===== config.mk =====
export PLATFORM = sky130hd
export DESIGN_NAME = twlw_state_mem
export DESIGN_NICKNAME = d
export VERILOG_FILES = /design/src/rtl/twlw_state_mem.sv
export SDC_FILE = /design/constraint.sdc
export NUM_CORES = 1
export LEC_CHECK = 0
export BUFFER_PORTS_ARGS = -buffer_cell sky130_fd_sc_hd__buf_2
export CAP_MARGIN = 20
export CORE_MARGIN = 8
export CORE_UTILIZATION = 60
export DETAILED_ROUTE_END_ITERATION = 7
export PLACE_DENSITY = 0.78
export REMOVE_ABC_BUFFERS = 1
export SYNTH_ARGS = -nofsm -noshare
export SYNTH_HDL_FRONTEND = slang
export SYNTH_SLANG_ARGS = --single-unit

===== constraint.sdc =====
create_clock -name clk -period 3.3 [get_ports clk]
set_input_delay 0.33 -clock clk [delete_from_list [all_inputs] [get_ports clk]]
set_output_delay 0.33 -clock clk [all_outputs]
set_load 0.02 [all_outputs]

===== src/rtl/twlw_state_mem.sv =====
module twlw_state_mem #(
  parameter int DEPTH  = 16,
  parameter int DATA_W = 16
) (
  input  logic                                 clk,
  input  logic                                 rst_n,
  input  logic                                 re,
  input  logic [(DEPTH > 1 ? $clog2(DEPTH) : 1)-1:0] raddr,
  output logic [DATA_W-1:0]                    rdata,
  input  logic                                 we,
  input  logic [(DEPTH > 1 ? $clog2(DEPTH) : 1)-1:0] waddr,
  input  logic [DATA_W-1:0]                    wdata
);

  logic [DATA_W-1:0] mem [DEPTH];
  logic [DEPTH-1:0]  vld_r;
  logic [DATA_W-1:0] q_r;
  logic              qv_r;

  always_ff @(posedge clk) begin
    if (we) begin
      mem[waddr] <= wdata;
    end
    if (re) begin
      q_r <= mem[raddr];
    end
  end

  always_ff @(posedge clk) begin
    if (!rst_n) begin
      vld_r <= '0;
      qv_r  <= 1'b0;
    end else begin
      if (we) begin
        vld_r[waddr] <= 1'b1;
      end
      if (re) begin
        qv_r <= vld_r[raddr];
      end
    end
  end

  // entries never written read as the reset state
  assign rdata = qv_r ? q_r : '0;

endmodule


==> Word-level counts from Yosys, hierarchy flattened <==
Memories as Yosys holds them, arrays and structs flattened. A register that Yosys moved wholly into a read port is not among the register bits.
Index checks and enable logic that the tools add are counted.
{ "word_totals": {"n_memories": 1, "reg_bits": 17, "out_inout_bits": 16, "mem_bits_rw": 256, "in_bits": 28, "word_cells": 15} }
{ "classes": {"n_mux": 7, "bitwise": 1, "reduce_logical": 1, "magnitude_cmp": 3} }
{ "memory_table": {"columns": ["name", "depth", "width", "read_ports", "rd_ports_with_merged_regs", "write_ports", "line", "source"], "rows": [
  ["mem", 16, 16, 1, 1, 1, "15", "logic [DATA_W-1:0] mem [DEPTH];"]
]} }
{ "ops": {"columns": ["op", "count"], "rows": [
  ["2-to-1 mux 16 bit", 1],
  ["bitwise OR 16 bit", 1],
  ["less-than comparator 4 x 5 -> 1 bit, second input constant", 2],
  ["binary-select mux 1 bit (select 4 bit)", 1],
  ["demux 1 bit (select 4 bit)", 1],
  ["greater-or-equal comparator 4 x 1 -> 1 bit, second input constant", 1],
  ["2-to-1 mux 1 bit", 4],
  ["logical AND 1 bit", 1]
]} }

==> Longest topological paths before layout <==
Gate-level depths: netlist of the first run.
{ "depth": {"ltp_word": 5, "ltp_mapped": 6, "mapped_depth_nobuf": 4} }

==> Worst setup path after synthesis of the first run <==
OpenSTA, ideal clock, no wires.
{ "synth_timing": {"kind": "input-to-reg", "from": "in waddr[2] (netlist name)", "to": "mem mem[0][0], enable pin", "stages": 2, "setup_ns": 0.412, "path_buffers": 0, "required_ns": 2.888, "arrival_ns": 2.026, "path_slack_ns": 0.862, "path_cell_list": "or3b_2 -> nor3_1"} }
{ "synth_rtl": {"columns": ["element", "line", "source"], "rows": [
  ["from (decl)", "11", "input logic [(DEPTH > 1 ? $clog2(DEPTH) : 1)-1:0] waddr,"],
  ["to (decl)", "15", null]
]} }
No word-level cell before the write port.

==> Worst setup path after layout of the first run <==
{ "layout_timing": {"from": "reg qv_r", "to": "out rdata[4]"} }
{ "layout_between": {"elab_chain_len": 1} }
{ "layout_lines": {"columns": ["element", "line", "source"], "rows": [
  ["from (decl)", "18", "logic qv_r;"],
  ["from (signal assigned)", "38", "qv_r <= vld_r[raddr];"],
  ["2-to-1 mux 16 bit", "44", "assign rdata = qv_r ? q_r : '0;"],
  ["to (decl)", "9", "output logic [DATA_W-1:0] rdata,"]
]} }
No other way between the ends.

==> results of run 1 <==
power by group:
group | total [W] | switching [W] | internal (W)
Combinational | 0.000367 | 0.000199 | 0.000168
Clock | 0.00335 | 0.00129 | 0.00206
Sequential | 0.00413 | 0.0000265 | 0.00410
kinds of logic (layout without fill, tap and decap cells):
family | after synthesis | count (layout)
AOI/OAI and AO/OA | 20 | 20
and+or+nand+nor | 45 | 45
DFF | 289 | 289
muxes | 86 | 86
buffers and inverters | 24 | 120
sequential cells by signal, indices dropped and copies added, names as in the netlist:
register / flops
qv_r: 1
q_r: 16
mem: 256
vld_r: 16
per-layer routing:
metal | global-route usage | up-vias | wire, microns
li1 | - | 2123 | -
met1 | 0.270 | 2662 | 8720
met2 | 0.338 | 231 | 11300
met3 | 0.0379 | 47 | 1720
met4 | 0.0628 | 0 | 578
met5 | 0 | - | 0
worst max-delay path: stages, from the launching register on:
cell and delay [ps]:
dfxtp_1 880, and2_1 280, buf_2 180
cell usage in the layout, fill, tap and decap left out, types with 3 or more instances in the layout:
cell type / count
clkbuf_8: 7
mux4_2: 76
edfxtp_1: 272
buf_4: 18
mux4_1: 6
clkinv_2: 6
mux2i_1: 4
clkbuf_1: 4
nand3b_1: 3
o21a_1: 16
nor3_2: 4
clkbuf_16: 32
dfxtp_1: 17
buf_12: 7
nor2_2: 12
and2_1: 16
buf_2: 42
stage by stage:
step                hold slack, ps   util  total power [W]  instance area, sq um
floorplan                      429      -          0.00437                 10800
global placement               441  0.648          0.00456                 11600
detailed placement             453  0.648          0.00458                 11600
CTS                            153  0.704          0.00790                 12600
global route                   166  0.704          0.00805                 12600
finish                         165  0.704          0.00785                 12600
worst paths after layout:
| path | from | endpoint | slack, ps | cells after the start |
|---|---|---|---|---|
| max reg2reg | mem[10][10]$_DFFE_PP_ | q_r[10]$_DFFE_PP_ | 1660 | 2 |
| max | qv_r$_SDFFE_PN0P_ | rdata[4] | 1090 | 2 |
| min reg2reg | vld_r[7]$_SDFFE_PN0P_ | vld_r[7]$_SDFFE_PN0P_ | 460 | 1 |
| min | wdata[6] | mem[5][6]$_DFFE_PP_ | 170 | 1 |
area by class of cell:
type                            count  area (sq um)
Timing Repair Buffer               67           485
Fill cell                        1044          5320
Clock inverter                      9          97.6
Clock buffer                       43           912
Sequential cell                   289          8510
Inverter                            1          3.75
Tap cell                          229           287
Multi-Input combinational cell    151          2350
==> impl_metrics.tcl, run 1 <==
set metrics [dict create \
    status "finished clean" \
    synthMostInstantiatedCell "edfxtp_1" \
    synth-simple-area-share 0.0219 \
    yosysTopAreaCellShare 0.745 \
    drtIter0Drc 478 \
    diodes 0 \
    setup_viol 0 \
    globalplace.congestion 0.757 \
    yosys.cell_types.count 24 \
    p_leak_nw 4.16 \
    cts.repair.resized 0 \
    clk_path_buf_depth 3 \
    syn_avg_cell_area_sq_um 23.6 \
    core_area_sq_mm 0.0180 \
    ys_ff_latch 289 \
    post_cts_buffers 0 \
    path_clk_slew_ps 60 \
    dp.cells 737 \
    grt_first_pass_wirelength_microns 33200 \
    finalMaxSlewViolations 0 \
    io_pins 44 \
    clock_latency_ps 530 \
    grt_pass1_vias 5317 \
    worst-path-max-fanout 17 \
    ys_async_sr_fraction 0 \
    worst_slew_pin_slew_ps 865 \
    dp_hpwl_microns 12400 \
    wirelength_microns 22300 \
    yosys_warnings 0 \
    cts_hold_buffers 0 \
    cap_violations 0 \
    synth-main-ff-cell "edfxtp_1" \
    htreeDepth 1 \
    cts-buffers-inserted 28 \
    tns_ps 0 \
    layout-drive-gt1-share 0.371 \
    fin_skew_ps 7.35 \
    final_cell_count_no_fill 789 \
    initial_core_util 0.610 \
    slew-limit-headroom 0.422 \
    fin_ws_ps 1090 \
    synth_compound_area_frac 0.0140 \
    synth_edf_count 272 \
    grt_usage 0.203 \
    criticalPathCategory "flop to primary output" \
    hp-class "input pin to flop" \
    synth_fa_ha_area_frac 0 \
    powerDensity_mw_per_mm2 620 \
    vias 5063 \
    fmax_ghz 0.452 \
    drc 0 \
    cp.required_ps 2970 \
    die-area_sq_mm 0.0229 \
    die_x_microns 151 \
    place_ws_ps 1020 \
    ant_nets 0 \
    fin_nets 566 \
    synthMuxAreaShare 0.174 \
    ys_seq_area_frac 0.776 \
    cp-start-kind "flop" \
    hold_violations 0 \
    grt_max_degree 25 \
    synth_top_family_by_area "multiplexers" \
    yosys-top-cells-area "edfxtp_1 (74%), mux4_2 (16%), dfxtp_1 (3.1%)" \
    synthCells 464 \
    first_pass_iters 4 \
    via_per_inst 6.42 \
    endpoint_kind "primary output" \
    synth_common_cells "edfxtp_1 (272), mux4_2 (76), dfxtp_1 (17)" \
    synthXorXnorAreaFrac 0 \
    wl_per_cell_microns 28.2 \
    antenna_found_initial 0 \
    dieHeight_microns 151 \
    overflow 0 \
    rows 49 \
    cts_sinks 289 \
    cp.arrival_ps 1880 \
    io_buffers 43 \
    min_period_over_period 0.670 \
    synth_top_area_cell "edfxtp_1" \
    cts_root_buffer "clkbuf_16" \
    syn_area_sq_mm 0.0110 \
    syn2layout_area_growth_pct 15.3 \
    cts_tree "built" \
    min_period_ps 2210 \
    rsz0062_at_grt "no" \
    vdd_ir_drop_max_uv 657 \
]
No activity file was read; power rests on OpenSTA's default activity.
==> inputs of run 2 (changes only) <==
- ABC_AREA: default -> 1
- clock period: 3.3 -> 2.1 ns (I/O delays scaled with it)
==> impl_metrics.tcl, run 2 <==
set metrics [dict create \
    syn_area_sq_mm 0.0114 \
    regMostFlops "mem" \
    fin_ws_ps 91.5 \
    slew-limit-headroom 0.557 \
    ys_ff_latch 289 \
    ys_seq_area_frac 0.744 \
    worst_slew_pin_slew_ps 665 \
    die-area_sq_mm 0.0237 \
    final_cell_count_no_fill 1217 \
    cts_sinks 289 \
    setup_viol 0 \
    wirelength_microns 26000 \
    cts-buffers-inserted 28 \
    synth_top_area_cell "edfxtp_1" \
    cap_violations 0 \
    grt_max_degree 81 \
    yosysTopAreaCellShare 0.714 \
    rows 50 \
    ys_async_sr_fraction 0 \
    syn2layout_area_growth_pct 13.0 \
    wl_per_cell_microns 21.4 \
    worst-path-max-fanout 10 \
    final_cell_mix "edfxtp_1 (272), nor2_1 (220), o21ai_0 (108), o211ai_1 (60), nand2_1 (55)" \
    cp-endpoint "rdata[4]" \
    yosys.cell_types.count 22 \
    ant_nets 0 \
    core_area_sq_mm 0.0187 \
    via_per_inst 5.98 \
    clock_latency_ps 530 \
    globalplace.congestion 0.797 \
    synthMostInstantiatedCell "edfxtp_1" \
    antenna_found_initial 1 \
    dp_hpwl_microns 14000 \
    grt_pass1_vias 7127 \
    diodes 0 \
    cp.required_ps 1890 \
    path_clk_slew_ps 60 \
    r2r_setup_slack_ps 910 \
    layout-drive-gt1-share 0.138 \
    power_w 0.0121 \
    r2r_end "q_r[3]$_DFFE_PP_" \
    clk_path_buf_depth 3 \
    grt_first_pass_wirelength_microns 40000 \
    finalMaxSlewViolations 0 \
    fin_nets 989 \
    yosys-top-cells-area "edfxtp_1 (71%), nor2_1 (7.7%), o21ai_0 (4.7%)" \
    htreeDepth 1 \
    critical_path.startpoint "qv_r$_SDFFE_PN0P_" \
    status "finished clean" \
    min_period_over_period 0.956 \
    yosys_warnings 0 \
    io_pins 44 \
    vdd_ir_drop_max_uv 863 \
    dp.cells 1164 \
    powerDensity_mw_per_mm2 939 \
    drtIter0Drc 656 \
    syn_avg_cell_area_sq_um 12.6 \
    reg_top3 "mem x256, q_r x16, vld_r x16" \
    synth-main-ff-cell "edfxtp_1" \
    initial_core_util 0.611 \
    p_leak_nw 4.48 \
    reg2reg_depth 6 \
    placed_area_sq_mm 0.0120 \
    synth_edf_count 272 \
    cp.arrival_ps 1800 \
    stdcell_area_sq_mm 0.0129 \
    fmax_ghz 0.498 \
    dieHeight_microns 154 \
    fin_skew_ps 7.97 \
    rsz0062_at_grt "no" \
    die_x_microns 154 \
    min_period_ps 2010 \
    synth_common_cells "edfxtp_1 (272), nor2_1 (236), o21ai_0 (108)" \
    vias 7280 \
    grt_usage 0.220 \
    place_ws_ps 366 \
    hold_violations 0 \
    cp-start-kind "flop" \
    largest_register_ffs 256 \
    criticalPathCategory "flop to primary output" \
    final_common_cell "edfxtp_1" \
    cts_tree "built" \
    synthCells 909 \
    drc 0 \
    tns_ps 0 \
    endpoint_kind "primary output" \
    first_pass_iters 7 \
    fillers 1290 \
    r2r-start "mem[2][3]$_DFFE_PP_" \
    io_buffers 43 \
    cts_root_buffer "clkbuf_16" \
    hp-class "input pin to flop" \
    overflow 0 \
]
run 2: report_power, final:
part | internal, W | leakage, nW | switching, W | total [W]
Combinational | 0.000201 | 1.43 | 0.000497 | 0.000698
Sequential | 0.00645 | 2.61 | 0.0000399 | 0.00649
Clock | 0.00293 | 0.442 | 0.00202 | 0.00495
Total | 0.00958 | 4.48 | 0.00255 | 0.0121
run 2: area by class of cell:
cell class,instances,area [sq um],area share
clock inverters,16,160,0.0124
repair buffers,78,558,0.0432
inverters,30,118,0.00911
well taps,234,293,0.0227
clock buffers,36,762,0.0590
flip-flops and latches,289,8510,0.659
multi-input cells,534,2520,0.195
run 2: cell families after synthesis:
logic type      Yosys count  synth area share
simple gates            340             0.117
buf+inv                  86            0.0393
compound gates          194            0.0998
flops                   289             0.744
run 2: per-stage QoR:
| step | util | hold WS (ps) |
|---|---|---|
| finish | 0.691 | 54.0 |
| floorplan | - | 309 |
| global route | 0.691 | 45.7 |
| global placement | 0.641 | 440 |
| CTS | 0.691 | 34.3 |
| detailed placement | 0.641 | 449 |
run 2: how the worst min path moves through the flow:
stage / from / end / slack (ps) / cells past startpoint
floorplan: wdata[0] / mem[0][0]$_DFFE_PP_ / 310 / 0
global placement: rst_n / vld_r[3]$_SDFFE_PN0P_ / 440 / 2
detailed placement: rst_n / vld_r[3]$_SDFFE_PN0P_ / 450 / 2
CTS: wdata[12] / mem[6][12]$_DFFE_PP_ / 30 / 1
global route: wdata[12] / mem[2][12]$_DFFE_PP_ / 50 / 1
finish: wdata[0] / mem[11][0]$_DFFE_PP_ / 50 / 1
run 2: metal layers:
metal,wire (microns),GRT usage,part of all wire,up-vias
li1,-,-,-,3367
met1,10200,0.281,0.39,3469
met2,12500,0.361,0.48,361
met3,2130,0.0381,0.082,81
met4,1130,0.105,0.043,2
met5,10,0,0.00038,-
run 2: what timing repair did:
item                                   4_1_cts  5_1_grt
hold buffers                                 1        0
gates resized for setup                      0        0
endpoints found under the hold margin        2        0
setup buffers                                0        0
run 2: critical path: stages (launching register included):
cell,delay (ps)
dfxtp_1,640
buf_4,310
nand2_1,90
inv_1,60
buf_2,150
==> inputs of run 3 (changes only) <==
- SETUP_SLACK_MARGIN: default -> 0.15
- clock period: 2.1 -> 2.4 ns (I/O delays scaled with it)
==> impl_metrics.tcl, run 3 (synthesis results as in run 2) <==
set metrics [dict create \
    status "finished clean" \
    clock_latency_ps 530 \
    cp-start-kind "flop" \
    tns_ps 0 \
    setup_viol 0 \
    p_leak_nw 4.44 \
    endpoint_kind "primary output" \
    fillers 1274 \
    grt_first_pass_wirelength_microns 42400 \
    final_cell_mix "edfxtp_1 (272), nor2_1 (220), o21ai_0 (108), o211ai_1 (60), nand2_1 (55)" \
    vias 7398 \
    critical_path.startpoint "qv_r$_SDFFE_PN0P_" \
    highest_layer "met4" \
    reg_top3 "mem x256, q_r x16, vld_r x16" \
    grt_usage 0.232 \
    min_period_ps 1700 \
    post_cts_buffers 0 \
    first_pass_iters 5 \
    worst-path-max-fanout 17 \
    layout-drive-gt1-share 0.128 \
    die_x_microns 154 \
    slew-limit-headroom 0.508 \
    fmax_ghz 0.587 \
    finalMaxSlewViolations 0 \
    final_common_cell "edfxtp_1" \
    grt_pass1_vias 7364 \
    core_area_sq_mm 0.0187 \
    syn2layout_area_growth_pct 12.2 \
    vdd_ir_drop_max_uv 737 \
    via_per_inst 6.10 \
    cp.arrival_ps 1460 \
    regMostFlops "mem" \
    dieHeight_microns 154 \
    io_buffers 43 \
    rows 50 \
    cts-buffers-inserted 28 \
    cts_tree "built" \
    io_pins 44 \
    wl_per_cell_microns 22.6 \
    dp.cells 1160 \
    wl_met3_microns 2600 \
    wl_met2_microns 13500 \
    cts_root_buffer "clkbuf_16" \
    overflow 0 \
    r2r-start "mem[5][4]$_DFFE_PP_" \
    wirelength_microns 27300 \
    initial_core_util 0.611 \
    drc 0 \
    diodes 0 \
    cts_sinks 289 \
    largest_register_ffs 256 \
    drtIter0Drc 797 \
    worst_slew_pin_slew_ps 734 \
    min_period_over_period 0.709 \
    fin_nets 985 \
    die-area_sq_mm 0.0237 \
    ant_nets 0 \
    wl_met1_microns 10500 \
    powerDensity_mw_per_mm2 802 \
    final_cell_count_no_fill 1212 \
    globalplace.congestion 0.775 \
    antenna_found_initial 0 \
    path_clk_slew_ps 60 \
    dp_hpwl_microns 15100 \
    htreeDepth 1 \
    clk_path_buf_depth 3 \
    fin_skew_ps 13.4 \
    hold_violations 0 \
    hold_slack_ps 85.2 \
    rsz0062_at_grt "no" \
    criticalPathCategory "flop to primary output" \
    cap_violations 0 \
    min-delay-start "wdata[11]" \
    grt_max_degree 137 \
    hp-class "input pin to flop" \
    cts.repair.resized 0 \
    cp.required_ps 2160 \
]
==> run 3: metrics by stage <==
step	total power [W]	instance area [sq um]	setup slack (ps)	util
after floorplan	0.00606	11100	750	-
after global placement	0.00639	12000	582	0.641
after detailed placement	0.00641	12000	576	0.641
after CTS	0.0104	12800	651	0.686
after global routing	0.0106	12800	599	0.686
final	0.0103	12800	698	0.686
==> run 3: final cells by class <==
cell class                 count  area, sq um  area share
timing repair buffer          74          566      0.0441
clock buffer                  42          795      0.0619
inverter                      30          118     0.00916
clock inverter                 9         38.8     0.00302
sequential                   289         8510       0.663
multi-input combinational    534         2520       0.196
tap                          234          293      0.0228
==> run 3: path summary, 6_finish.rpt <==
path | end | slack, ps | depth (start not counted)
setup / recovery | rdata[14] | 700 | 4
hold / removal | mem[12][11]$_DFFE_PP_ | 90 | 1
setup reg to reg | q_r[4]$_DFFE_PP_ | 1060 | 6
hold reg to reg | vld_r[4]$_SDFFE_PN0P_ | 480 | 2
==> run 3: repair_timing <==
item                       in CTS  in global routing
setup endpoints to repair       0                  0
hold buffers                    1                  0
hold endpoints to repair        2                  0
==> run 3: worst max-delay path, cell delays in order, from the launching register on <==
cell and delay (ps):
dfxtp_1 300, buf_4 280, nand2_1 130, inv_1 70, buf_2 150
==> run 3: report_power, final <==
part | internal [W] | switching, W
combinational | 0.000180 | 0.000462
clock | 0.00227 | 0.00172
sequential | 0.00564 | 0.0000308
total | 0.00809 | 0.00221
==> run 3: per-layer routing <==
metal  global-route usage  vias to the layer above
met3               0.0404                       58
met4               0.0835                        0
met5                    0                        -
li1                     -                     3362
met1                0.303                     3590
met2                0.384                      388
